**src/rtl/core/vlendf_pkg.sv**
```systemverilog
// Package for the varint length deframer.
// Holds field widths, header coding constants, default parameters and the step flag type.
// Depends on nothing; used by every other file of the block but vlendf_ram.
package vlendf_pkg;

   localparam int CHANNEL_W = 4;
   localparam int BYTE_W = 8;

   localparam logic [BYTE_W-1:0] DATA_MASK = 8'h7F;
   localparam logic [BYTE_W-1:0] MORE_FLAG = 8'h80;
   localparam int BITS_PER_GROUP = 7;

   localparam int DEFAULT_CHANNELS = 16;
   localparam int DEFAULT_MAX_HEADER_BYTES = 5;

   typedef struct packed {
      logic emit;
      logic last;
      logic error;
   } step_flags_type;

endpackage

```
**src/rtl/core/vlendf_req_if.sv**
```systemverilog
// Request channel of the varint length deframer: one tagged byte per request.
// Depends on vlendf_pkg for the field widths.
interface vlendf_req_if;
   logic                             valid;
   logic                             ready;
   logic [vlendf_pkg::CHANNEL_W-1:0] channel;
   logic [vlendf_pkg::BYTE_W-1:0]    in_byte;

   modport source (output valid, output channel, output in_byte, input ready);
   modport sink (input valid, input channel, input in_byte, output ready);
endinterface

```
**src/rtl/core/vlendf_rsp_if.sv**
```systemverilog
// Response channel of the varint length deframer: payload bytes and header errors.
// Depends on vlendf_pkg for the field widths.
interface vlendf_rsp_if;
   logic                             valid;
   logic                             ready;
   logic [vlendf_pkg::CHANNEL_W-1:0] out_channel;
   logic [vlendf_pkg::BYTE_W-1:0]    payload_byte;
   logic                             frame_last;
   logic                             header_error;

   modport source (output valid, output out_channel, output payload_byte,
                   output frame_last, output header_error, input ready);
   modport sink (input valid, input out_channel, input payload_byte,
                 input frame_last, input header_error, output ready);
endinterface

```
**src/rtl/core/vlendf_ram.sv**
```systemverilog
// Generic simple dual-port RAM with one write port and one registered read port.
// Depends on nothing.
module vlendf_ram #(
   parameter int WIDTH = 8,
   parameter int DEPTH = 16
) (
   input  logic                                   clock,
   input  logic                                   wr_en,
   input  logic [(DEPTH > 1 ? $clog2(DEPTH) : 1)-1:0] wr_addr,
   input  logic [WIDTH-1:0]                       wr_data,
   input  logic                                   rd_en,
   input  logic [(DEPTH > 1 ? $clog2(DEPTH) : 1)-1:0] rd_addr,
   output logic [WIDTH-1:0]                       rd_data
);

   logic [WIDTH-1:0] mem_ff [DEPTH];
   logic [WIDTH-1:0] rd_data_ff;

   always_ff @(posedge clock) begin
      if (wr_en) begin
         mem_ff[wr_addr] <= wr_data;
      end
      if (rd_en) begin
         rd_data_ff <= mem_ff[rd_addr];
      end
   end

   assign rd_data = rd_data_ff;

endmodule

```
**src/rtl/core/vlendf_step.sv**
```systemverilog
// Per-channel step: decrements payload count, gathers header bytes, flags overlong headers.
// Depends on vlendf_pkg for header coding constants and the step flag type.
module vlendf_step #(
   parameter int MAX_HEADER_BYTES = vlendf_pkg::DEFAULT_MAX_HEADER_BYTES,
   localparam int AccW = vlendf_pkg::BITS_PER_GROUP * MAX_HEADER_BYTES,
   localparam int CntW = (MAX_HEADER_BYTES > 1) ? $clog2(MAX_HEADER_BYTES) : 1,
   localparam int EntW = 2 * AccW + CntW
) (
   input  logic [EntW-1:0]                    cur_entry,
   input  logic [vlendf_pkg::BYTE_W-1:0]      in_byte,
   output logic [EntW-1:0]                    nxt_entry,
   output vlendf_pkg::step_flags_type         flags
);

   localparam int ShW = (AccW > 1) ? $clog2(AccW) : 1;

   logic [AccW-1:0] remaining;
   logic [AccW-1:0] accum;
   logic [CntW-1:0] count;
   logic [CntW-1:0] count_safe;
   logic [CntW:0]   count_inc;
   logic [ShW-1:0]  shift_amt;
   logic [AccW-1:0] remaining_dec;
   logic [AccW-1:0] accum_new;

   assign remaining = cur_entry[EntW-1 -: AccW];
   assign accum     = cur_entry[CntW +: AccW];
   assign count     = cur_entry[CntW-1:0];

   always_comb begin
      count_safe = ({1'b0, count} >= (CntW+1)'(MAX_HEADER_BYTES)) ? '0 : count;
      count_inc = {1'b0, count_safe} + (CntW+1)'(1);
      shift_amt = ShW'(count_safe) * ShW'(vlendf_pkg::BITS_PER_GROUP);
      remaining_dec = remaining - AccW'(1);
      accum_new = accum | (AccW'(in_byte & vlendf_pkg::DATA_MASK) << shift_amt);

      nxt_entry = cur_entry;
      flags = '0;
      priority if (remaining != '0) begin
         nxt_entry = {remaining_dec, accum, count};
         flags.emit = 1'b1;
         flags.last = (remaining_dec == '0);
      end else if ((in_byte & vlendf_pkg::MORE_FLAG) == '0) begin
         nxt_entry = {accum_new, AccW'(0), CntW'(0)};
      end else if (count_inc >= (CntW+1)'(MAX_HEADER_BYTES)) begin
         nxt_entry = '0;
         flags.emit = 1'b1;
         flags.error = 1'b1;
      end else begin
         nxt_entry = {AccW'(0), accum_new, count_inc[CntW-1:0]};
      end
   end

endmodule

```
**src/rtl/core/varint_length_deframer.sv**
```systemverilog
// Top level of the varint length deframer: channel state memory, bypass and response register.
// Depends on vlendf_pkg, vlendf_req_if, vlendf_rsp_if, vlendf_ram and vlendf_step.
//
//   Port     Direction  Handshake     Carries
//   req_if   in         valid/ready   channel, in_byte
//   rsp_if   out        valid/ready   out_channel, payload_byte, frame_last, header_error
//
// One request is accepted per cycle unless clearing or stalled; any response is registered.
// The rate is set by the single read-modify-write of the channel state memory.
// After reset a clearing pass zeroes each entry of the memory in turn; no request is taken then.
// A response held by a stalled sink stalls the update stage, and with it the request side,
// only while the byte in the update stage gives a response of its own.
module varint_length_deframer #(
   parameter int CHANNELS = vlendf_pkg::DEFAULT_CHANNELS,
   parameter int MAX_HEADER_BYTES = vlendf_pkg::DEFAULT_MAX_HEADER_BYTES
) (
   input logic          clock,
   input logic          reset,
   vlendf_req_if.sink   req_if,
   vlendf_rsp_if.source rsp_if
);

   localparam int AW = (CHANNELS > 1) ? $clog2(CHANNELS) : 1;
   localparam int AccW = vlendf_pkg::BITS_PER_GROUP * MAX_HEADER_BYTES;
   localparam int CntW = (MAX_HEADER_BYTES > 1) ? $clog2(MAX_HEADER_BYTES) : 1;
   localparam int EntW = 2 * AccW + CntW;

   logic                             clear_ff, clear_in;
   logic [AW-1:0]                    clear_addr_ff, clear_addr_in;
   logic                             s1_valid_ff, s1_valid_in;
   logic [vlendf_pkg::CHANNEL_W-1:0] s1_chan_ff, s1_chan_in;
   logic [vlendf_pkg::BYTE_W-1:0]    s1_byte_ff, s1_byte_in;
   logic                             byp_valid_ff, byp_valid_in;
   logic [AW-1:0]                    byp_addr_ff, byp_addr_in;
   logic [EntW-1:0]                  byp_data_ff, byp_data_in;
   logic                             rsp_valid_ff, rsp_valid_in;
   logic [vlendf_pkg::CHANNEL_W-1:0] rsp_chan_ff, rsp_chan_in;
   logic [vlendf_pkg::BYTE_W-1:0]    rsp_byte_ff, rsp_byte_in;
   logic                             rsp_last_ff, rsp_last_in;
   logic                             rsp_err_ff, rsp_err_in;

   logic                       s1_go;
   logic                       accept;
   logic                       in_range;
   logic [AW-1:0]              s1_addr;
   logic [EntW-1:0]            ram_rd_data;
   logic [EntW-1:0]            cur_entry;
   logic [EntW-1:0]            nxt_entry;
   logic                       ram_wr_en;
   logic [AW-1:0]              ram_wr_addr;
   logic [EntW-1:0]            ram_wr_data;
   vlendf_pkg::step_flags_type flags;

   assign s1_addr = AW'(s1_chan_ff);
   assign cur_entry = (byp_valid_ff && (byp_addr_ff == s1_addr)) ? byp_data_ff : ram_rd_data;
   assign s1_go = !s1_valid_ff || !flags.emit || !rsp_valid_ff || rsp_if.ready;
   assign req_if.ready = !clear_ff && s1_go;
   assign accept = req_if.valid && req_if.ready;
   assign in_range = (32'(req_if.channel) < CHANNELS);

   vlendf_step #(
      .MAX_HEADER_BYTES(MAX_HEADER_BYTES)
   ) u_step (
      .cur_entry(cur_entry),
      .in_byte  (s1_byte_ff),
      .nxt_entry(nxt_entry),
      .flags    (flags)
   );

   vlendf_ram #(
      .WIDTH(EntW),
      .DEPTH(CHANNELS)
   ) u_state_ram (
      .clock  (clock),
      .wr_en  (ram_wr_en),
      .wr_addr(ram_wr_addr),
      .wr_data(ram_wr_data),
      .rd_en  (s1_go),
      .rd_addr(AW'(req_if.channel)),
      .rd_data(ram_rd_data)
   );

   always_comb begin
      clear_in = clear_ff;
      clear_addr_in = clear_addr_ff;
      if (clear_ff) begin
         clear_addr_in = clear_addr_ff + AW'(1);
         if (32'(clear_addr_ff) == CHANNELS - 1) begin
            clear_in = 1'b0;
         end
      end

      ram_wr_en = clear_ff || (s1_valid_ff && s1_go);
      ram_wr_addr = clear_ff ? clear_addr_ff : s1_addr;
      ram_wr_data = clear_ff ? '0 : nxt_entry;

      s1_valid_in = s1_valid_ff;
      s1_chan_in = s1_chan_ff;
      s1_byte_in = s1_byte_ff;
      byp_valid_in = byp_valid_ff;
      byp_addr_in = byp_addr_ff;
      byp_data_in = byp_data_ff;
      if (s1_go) begin
         s1_valid_in = accept && in_range;
         s1_chan_in = req_if.channel;
         s1_byte_in = req_if.in_byte;
         byp_valid_in = s1_valid_ff;
         byp_addr_in = s1_addr;
         byp_data_in = nxt_entry;
      end

      rsp_valid_in = rsp_valid_ff && !rsp_if.ready;
      rsp_chan_in = rsp_chan_ff;
      rsp_byte_in = rsp_byte_ff;
      rsp_last_in = rsp_last_ff;
      rsp_err_in = rsp_err_ff;
      if (s1_valid_ff && s1_go && flags.emit) begin
         rsp_valid_in = 1'b1;
         rsp_chan_in = s1_chan_ff;
         rsp_byte_in = flags.error ? '0 : s1_byte_ff;
         rsp_last_in = flags.last;
         rsp_err_in = flags.error;
      end
   end

   always_ff @(posedge clock) begin
      if (reset) begin
         clear_ff <= 1'b1;
         clear_addr_ff <= '0;
         s1_valid_ff <= 1'b0;
         byp_valid_ff <= 1'b0;
         rsp_valid_ff <= 1'b0;
      end else begin
         clear_ff <= clear_in;
         clear_addr_ff <= clear_addr_in;
         s1_valid_ff <= s1_valid_in;
         byp_valid_ff <= byp_valid_in;
         rsp_valid_ff <= rsp_valid_in;
      end
      s1_chan_ff <= s1_chan_in;
      s1_byte_ff <= s1_byte_in;
      byp_addr_ff <= byp_addr_in;
      byp_data_ff <= byp_data_in;
      rsp_chan_ff <= rsp_chan_in;
      rsp_byte_ff <= rsp_byte_in;
      rsp_last_ff <= rsp_last_in;
      rsp_err_ff <= rsp_err_in;
   end

   assign rsp_if.valid = rsp_valid_ff;
   assign rsp_if.out_channel = rsp_chan_ff;
   assign rsp_if.payload_byte = rsp_byte_ff;
   assign rsp_if.frame_last = rsp_last_ff;
   assign rsp_if.header_error = rsp_err_ff;

   // The update stage only holds its request while the response register is full and stalled.
   assert property (@(posedge clock) disable iff (reset)
      (s1_valid_ff && !s1_go) |-> (rsp_valid_ff && !rsp_if.ready))
      else $error("update stage stalled without a stalled response");

   // No request reaches the update stage while the memory is being cleared.
   assert property (@(posedge clock) disable iff (reset)
      clear_ff |-> (!s1_valid_ff && !byp_valid_ff))
      else $error("request in flight during the clearing pass");

   // An error response carries neither payload nor an end-of-frame mark.
   assert property (@(posedge clock) disable iff (reset)
      (rsp_valid_ff && rsp_err_ff) |-> (rsp_byte_ff == '0 && !rsp_last_ff))
      else $error("error response with payload fields set");

   // A response that is emitted is loaded into the output register on the next edge.
   assert property (@(posedge clock) disable iff (reset)
      (s1_valid_ff && s1_go && flags.emit) |=> rsp_valid_ff)
      else $error("emitted response was lost");

endmodule
```
**src/flat_wrapper.sv**
```systemverilog
// flat-port wrapper written by rule: the top's interface ports become plain ports
module varint_length_deframer_flat 
#(
   parameter int CHANNELS = vlendf_pkg::DEFAULT_CHANNELS,
   parameter int MAX_HEADER_BYTES = vlendf_pkg::DEFAULT_MAX_HEADER_BYTES
)
  (clock, reset, req_if_valid, req_if_channel, req_if_in_byte, req_if_ready, rsp_if_valid, rsp_if_out_channel, rsp_if_payload_byte, rsp_if_frame_last, rsp_if_header_error, rsp_if_ready);
  vlendf_req_if req_if_i ();
  vlendf_rsp_if rsp_if_i ();
  input logic clock;
  input logic reset;
  input wire logic [$bits(req_if_i.valid)-1:0] req_if_valid;
  input wire logic [$bits(req_if_i.channel)-1:0] req_if_channel;
  input wire logic [$bits(req_if_i.in_byte)-1:0] req_if_in_byte;
  output wire logic [$bits(req_if_i.ready)-1:0] req_if_ready;
  output wire logic [$bits(rsp_if_i.valid)-1:0] rsp_if_valid;
  output wire logic [$bits(rsp_if_i.out_channel)-1:0] rsp_if_out_channel;
  output wire logic [$bits(rsp_if_i.payload_byte)-1:0] rsp_if_payload_byte;
  output wire logic [$bits(rsp_if_i.frame_last)-1:0] rsp_if_frame_last;
  output wire logic [$bits(rsp_if_i.header_error)-1:0] rsp_if_header_error;
  input wire logic [$bits(rsp_if_i.ready)-1:0] rsp_if_ready;
  assign req_if_i.valid = req_if_valid;
  assign req_if_i.channel = req_if_channel;
  assign req_if_i.in_byte = req_if_in_byte;
  assign req_if_ready = req_if_i.ready;
  assign rsp_if_valid = rsp_if_i.valid;
  assign rsp_if_out_channel = rsp_if_i.out_channel;
  assign rsp_if_payload_byte = rsp_if_i.payload_byte;
  assign rsp_if_frame_last = rsp_if_i.frame_last;
  assign rsp_if_header_error = rsp_if_i.header_error;
  assign rsp_if_i.ready = rsp_if_ready;
  varint_length_deframer #(.CHANNELS(CHANNELS), .MAX_HEADER_BYTES(MAX_HEADER_BYTES)) u_core (.clock(clock), .reset(reset), .req_if(req_if_i), .rsp_if(rsp_if_i));
endmodule
```
**config.mk**
```make
export PLATFORM = sky130hd
export DESIGN_NAME = varint_length_deframer_flat
export DESIGN_NICKNAME = d
export VERILOG_FILES = /design/src/rtl/core/vlendf_pkg.sv /design/src/rtl/core/vlendf_req_if.sv /design/src/rtl/core/vlendf_rsp_if.sv /design/src/rtl/core/vlendf_ram.sv /design/src/rtl/core/vlendf_step.sv /design/src/rtl/core/varint_length_deframer.sv /design/src/flat_wrapper.sv
export SDC_FILE = /design/constraint.sdc
export NUM_CORES = 1
export LEC_CHECK = 0
export BUFFER_PORTS_ARGS = -buffer_cell sky130_fd_sc_hd__buf_4
export CORE_ASPECT_RATIO = 1.25
export CORE_MARGIN = 2
export CORE_UTILIZATION = 60
export CTS_CLUSTER_SIZE = 10
export DETAILED_ROUTE_END_ITERATION = 10
export PLACE_DENSITY_LB_ADDON = 0.15
export SETUP_SLACK_MARGIN = 0.15
export SLEW_MARGIN = 5
export SYNTH_ARGS = -nofsm -noshare
export SYNTH_HDL_FRONTEND = slang
export SYNTH_HIERARCHICAL = 1
export SYNTH_SLANG_ARGS = --single-unit
```
**constraint.sdc**
```tcl
create_clock -name clock -period 19.9 [get_ports clock]
set_input_delay 2.985 -clock clock [delete_from_list [all_inputs] [get_ports clock]]
set_output_delay 2.985 -clock clock [all_outputs]
set_load 0.03 [all_outputs]
```
==> key figures <==
Run status
  • Outcome: finished clean

Floorplan
  • Core Footprint: 0.0882 mm²
  • Rows: 122
  • Die H: 337 µm
  • Die Span X: 270 µm
  • Initial Util: 60.3%
  • DIE AREA: 0.0911 mm²
  • Io pins: 32

Synth
  • Synth Flop Type: edfxtp_1
  • Count of cell types in the netlist: 58
  • Post-Syn Nets: 2595
  • Post-synth ARST share: 0%
  • YS warnings: 6
  • Mean post-synth cell area: 20.7 µm²
  • Number of synthesized flops with an enable pin: 1344
  • Register bit count reported by yosys: 1352
  • Post-Syn Area: 0.0532 mm²
  • Syn Inst Count: 2575
  • Post-synthesis sequential area ratio: 76.2%

Worst hold path
  • Hold endpoint: u_core/byp_valid_ff
  • Worst hold path depth: 2
  • HP Class: reg2reg
  • Min-delay src: u_core/byp_valid_ff

Timing
  • Fin crit period: 8.77 ns
  • Max-slew violations: 0
  • Final hold viol count: 0
  • Setup WS post-layout: 11.13 ns
  • Total negative slack: 0 ns
  • Least-Margin Pin Slew: 1.37 ns
  • Finish-stage setup viols: 0
  • Worst Skew: 0.0217 ns
  • Max Fclk: 114 MHz
  • RSZ-0062 raised after global routing: no
  • Slew headroom: 8.63%
  • Tcrit/Tclk final: 44.1%

Global route
  • Largest net degree at the start of global routing: 133
  • Overflow after GRT: 0
  • Most Crowded Layer GR: met2
  • M2 GR Usage: 46.1%
  • Met1 usage: 38.6%
  • First-pass GRT wire length: 184 mm
  • Vias in the first global route: 27200
  • Tot GR Track Use: 28.1%
  • Initial antenna violation count: 2
  • M3 GR Usage: 5.09%

Detailed routing
  • Drt first pass iters: 6
  • Vias: 26200
  • WL/cell: 32.3 µm
  • Post-Route WL: 125 mm
  • DRC violations left: 0
  • Via-per-instance ratio: 6.75
  • Post-DRT Antenna Nets: 0
  • Initial DRC count: 3265

Setup path
  • Required @ worst endpoint: 16.91 ns
  • CP Capture Type: primary output
  • Critical Path Source Type: register
  • R2R Path End: u_core/u_state_ram/mem_ff[10][4]
  • Max FO, Critical Path: 54
  • Worst reg-to-reg path cell count: 18
  • Reg-to-reg startpoint: u_core/s1_addr[3]
  • Critical path class: reg2out
  • Crit path DAT: 5.79 ns
  • Slack of the worst reg-to-reg path: 11.44 ns

CTS
  • Post_cts resized: 0
  • Clock tree buffer depth: 3
  • CTS buffer count: 153
  • Clock transition at path regs: 0.05 ns
  • Skew-Pair Late Insertion Delay: 0.74 ns
  • CTS tree: yes
  • CTS Hold Bufs: 0
  • H-Tree Depth: 4
  • Sink Count: 1352
  • Root Driver: clkbuf_16
  • Post CTS Setup Buffer Count: 0

Final layout
  • Final non-filler cell total: 3879
  • Share of cells above drive strength 1: 24.9%
  • Nets: 2699
  • Multi-input gate area: 0.0120 mm²
  • Layout area overhead: 10.8%
  • Register area: 0.0405 mm²
  • # fillers: 5707

Power and ir drop
  • Comb power frac: 5.5%
  • P_leak: 20.2 nW
  • Power Dens Cells: 101 mW/mm²
  • Sw Ratio: 21.0%
  • Worst VDD drop: 94.8 µV
  • Reg power frac: 54.1%
  • Cell internal pwr: 4.72 mW
  • Clk pwr share: 40.4%
  • Sw power: 1.26 mW

Job
  • Max Cap Viol: 0

Placed design
  • RePlAce Congestion: 0.943
  • # port buffers: 31
  • Detailed Place HPWL: 72.1 mm
  • Inst Count DP: 3701
  • Worst slack, placed: 11.49 ns
cell usage after synthesis (all sizes together) (8+ instances only):
| master | instances | area [µm²] |
|---|---|---|
| dfxtp | 8 | 160 |
| mux4 | 292 | 6580 |
| xor2 | 15 | 131 |
| nand2 | 104 | 390 |
| a31oi | 28 | 175 |
| nor4 | 15 | 134 |
| xnor2 | 14 | 123 |
| a21oi | 42 | 210 |
| nand3 | 12 | 60.1 |
| o21ai | 18 | 90.1 |
| mux2 | 77 | 1130 |
| buf | 87 | 554 |
| nand4 | 10 | 62.6 |
| a22oi | 146 | 1100 |
| nor3 | 16 | 80.1 |
| edfxtp | 1344 | 40400 |
| clkbuf | 60 | 226 |
| o31ai | 10 | 75.1 |
| nand2b | 8 | 50.1 |
| nor2b | 95 | 594 |
| or3 | 14 | 87.6 |
| nor2 | 102 | 383 |
sequential cells by signal, indices dropped and copies added (netlist names), 4 cells and up:
| register | flops |
|---|---|
| u_core/s1_addr | 4 |
| u_core/u_state_ram/rd_data | 73 |
| u_core/u_state_ram/mem_ff | 1168 |
| u_core/clear_addr_ff | 4 |
| u_core/rsp_if.out_channel | 4 |
| u_core/s1_byte_ff | 8 |
| u_core/byp_data_ff | 73 |
| u_core/byp_addr_ff | 4 |
| u_core/rsp_if.payload_byte | 8 |
power groups by stage:
stage | clock network (mW) | registers [mW] | logic (mW)
floorplan | 0 | 3.28 | 0.228
global placement | 0 | 3.29 | 0.325
detailed placement | 0 | 3.29 | 0.328
CTS | 2.45 | 3.23 | 0.329
global route | 2.56 | 3.24 | 0.349
finish | 2.42 | 3.23 | 0.331
worst max-delay path: stages (launching register included):
cell and delay, ns:
edfxtp_1 0.43, xor2_1 0.21, nor4_4 0.28, buf_4 0.42
buf_4 0.88, mux2_4 0.39, or4_1 0.69, nor4_2 0.33
nand3_1 0.19, or3_1 0.36, nand2b_1 0.19, nand2_1 0.16
nor2_1 0.12, nor2_1 0.15, buf_4 0.19
layout by cell type (no fill, tap or decap), drive strengths merged, types with 5 or more instances in the layout:
| cell type | n |
|---|---|
| dfxtp | 8 |
| or2 | 5 |
| clkinv | 8 |
| nor2 | 102 |
| edfxtp | 1344 |
| buf | 96 |
| nor3 | 16 |
| o31ai | 10 |
| a22oi | 146 |
| nand2 | 104 |
| nand3 | 12 |
| a31oi | 28 |
| or3 | 14 |
| nor4 | 15 |
| or4 | 6 |
| nand4 | 10 |
| xnor2 | 14 |
| mux2 | 77 |
| mux4 | 292 |
| o21ai | 18 |
| inv | 12 |
| a21oi | 42 |
| xor2 | 15 |
| nand2b | 8 |
| nor2b | 95 |
| clkbuf | 162 |
kinds of logic (layout without fill, tap and decap cells):
family	after synthesis	in the layout	share of synthesized area [%]
and+or+nand+nor	405	405	3.88
AOI/OAI and AO/OA	262	262	3.37
DFF	1352	1352	76.2
other	0	1	0
adders and majority gates	4	4	0.0941
muxes	370	370	14.5
xor gates and xnor gates	29	29	0.477
buffers and inverters	153	278	1.51
worst max path at each step:
stage	startpoint	end	slack [ns]	cells past startpoint
after floorplan	u_core/s1_addr[3]	u_core/u_state_ram/mem_ff[0][0]	6.49	18
after global placement	u_core/s1_addr[3]	u_core/u_state_ram/mem_ff[10][4]	11.70	18
after detailed placement	u_core/s1_addr[3]	u_core/u_state_ram/mem_ff[10][30]	11.49	18
after CTS	u_core/s1_addr[3]	req_if_ready	11.10	14
after global routing	u_core/s1_addr[3]	req_if_ready	10.89	14
final	u_core/s1_addr[3]	req_if_ready	11.13	14
cell type report:
class | instances | area share, %
clock buffer | 162 | 6.66
inverter | 6 | 0.0467
tap | 1178 | 2.50
multi-input combinational | 1070 | 20.4
antenna | 1 | 0.00424
timing repair buffer | 96 | 1.32
clock inverter | 14 | 0.337
sequential | 1352 | 68.7
per-layer routing:
| metal | wire (µm) | vias to the layer above |
|---|---|---|
| li1 | - | 10800 |
| met1 | 48200 | 13900 |
| met2 | 62300 | 1280 |
| met3 | 10500 | 237 |
| met4 | 4290 | 2 |
| met5 | 10 | - |
stage by stage:
| step | area [µm²] | util (%) | total power, mW | hold WS [ns] |
|---|---|---|---|---|
| detailed placement | 54800 | 62.1 | 3.62 | 0.521 |
| floorplan | 53200 | - | 3.50 | 0.437 |
| finish | 59000 | 66.8 | 5.98 | 0.519 |
| CTS | 58900 | 66.8 | 6.02 | 0.528 |
| global route | 59000 | 66.8 | 6.14 | 0.545 |
| global placement | 54800 | 62.1 | 3.61 | 0.496 |
Note: power is estimated with default switching activity, not from simulation.
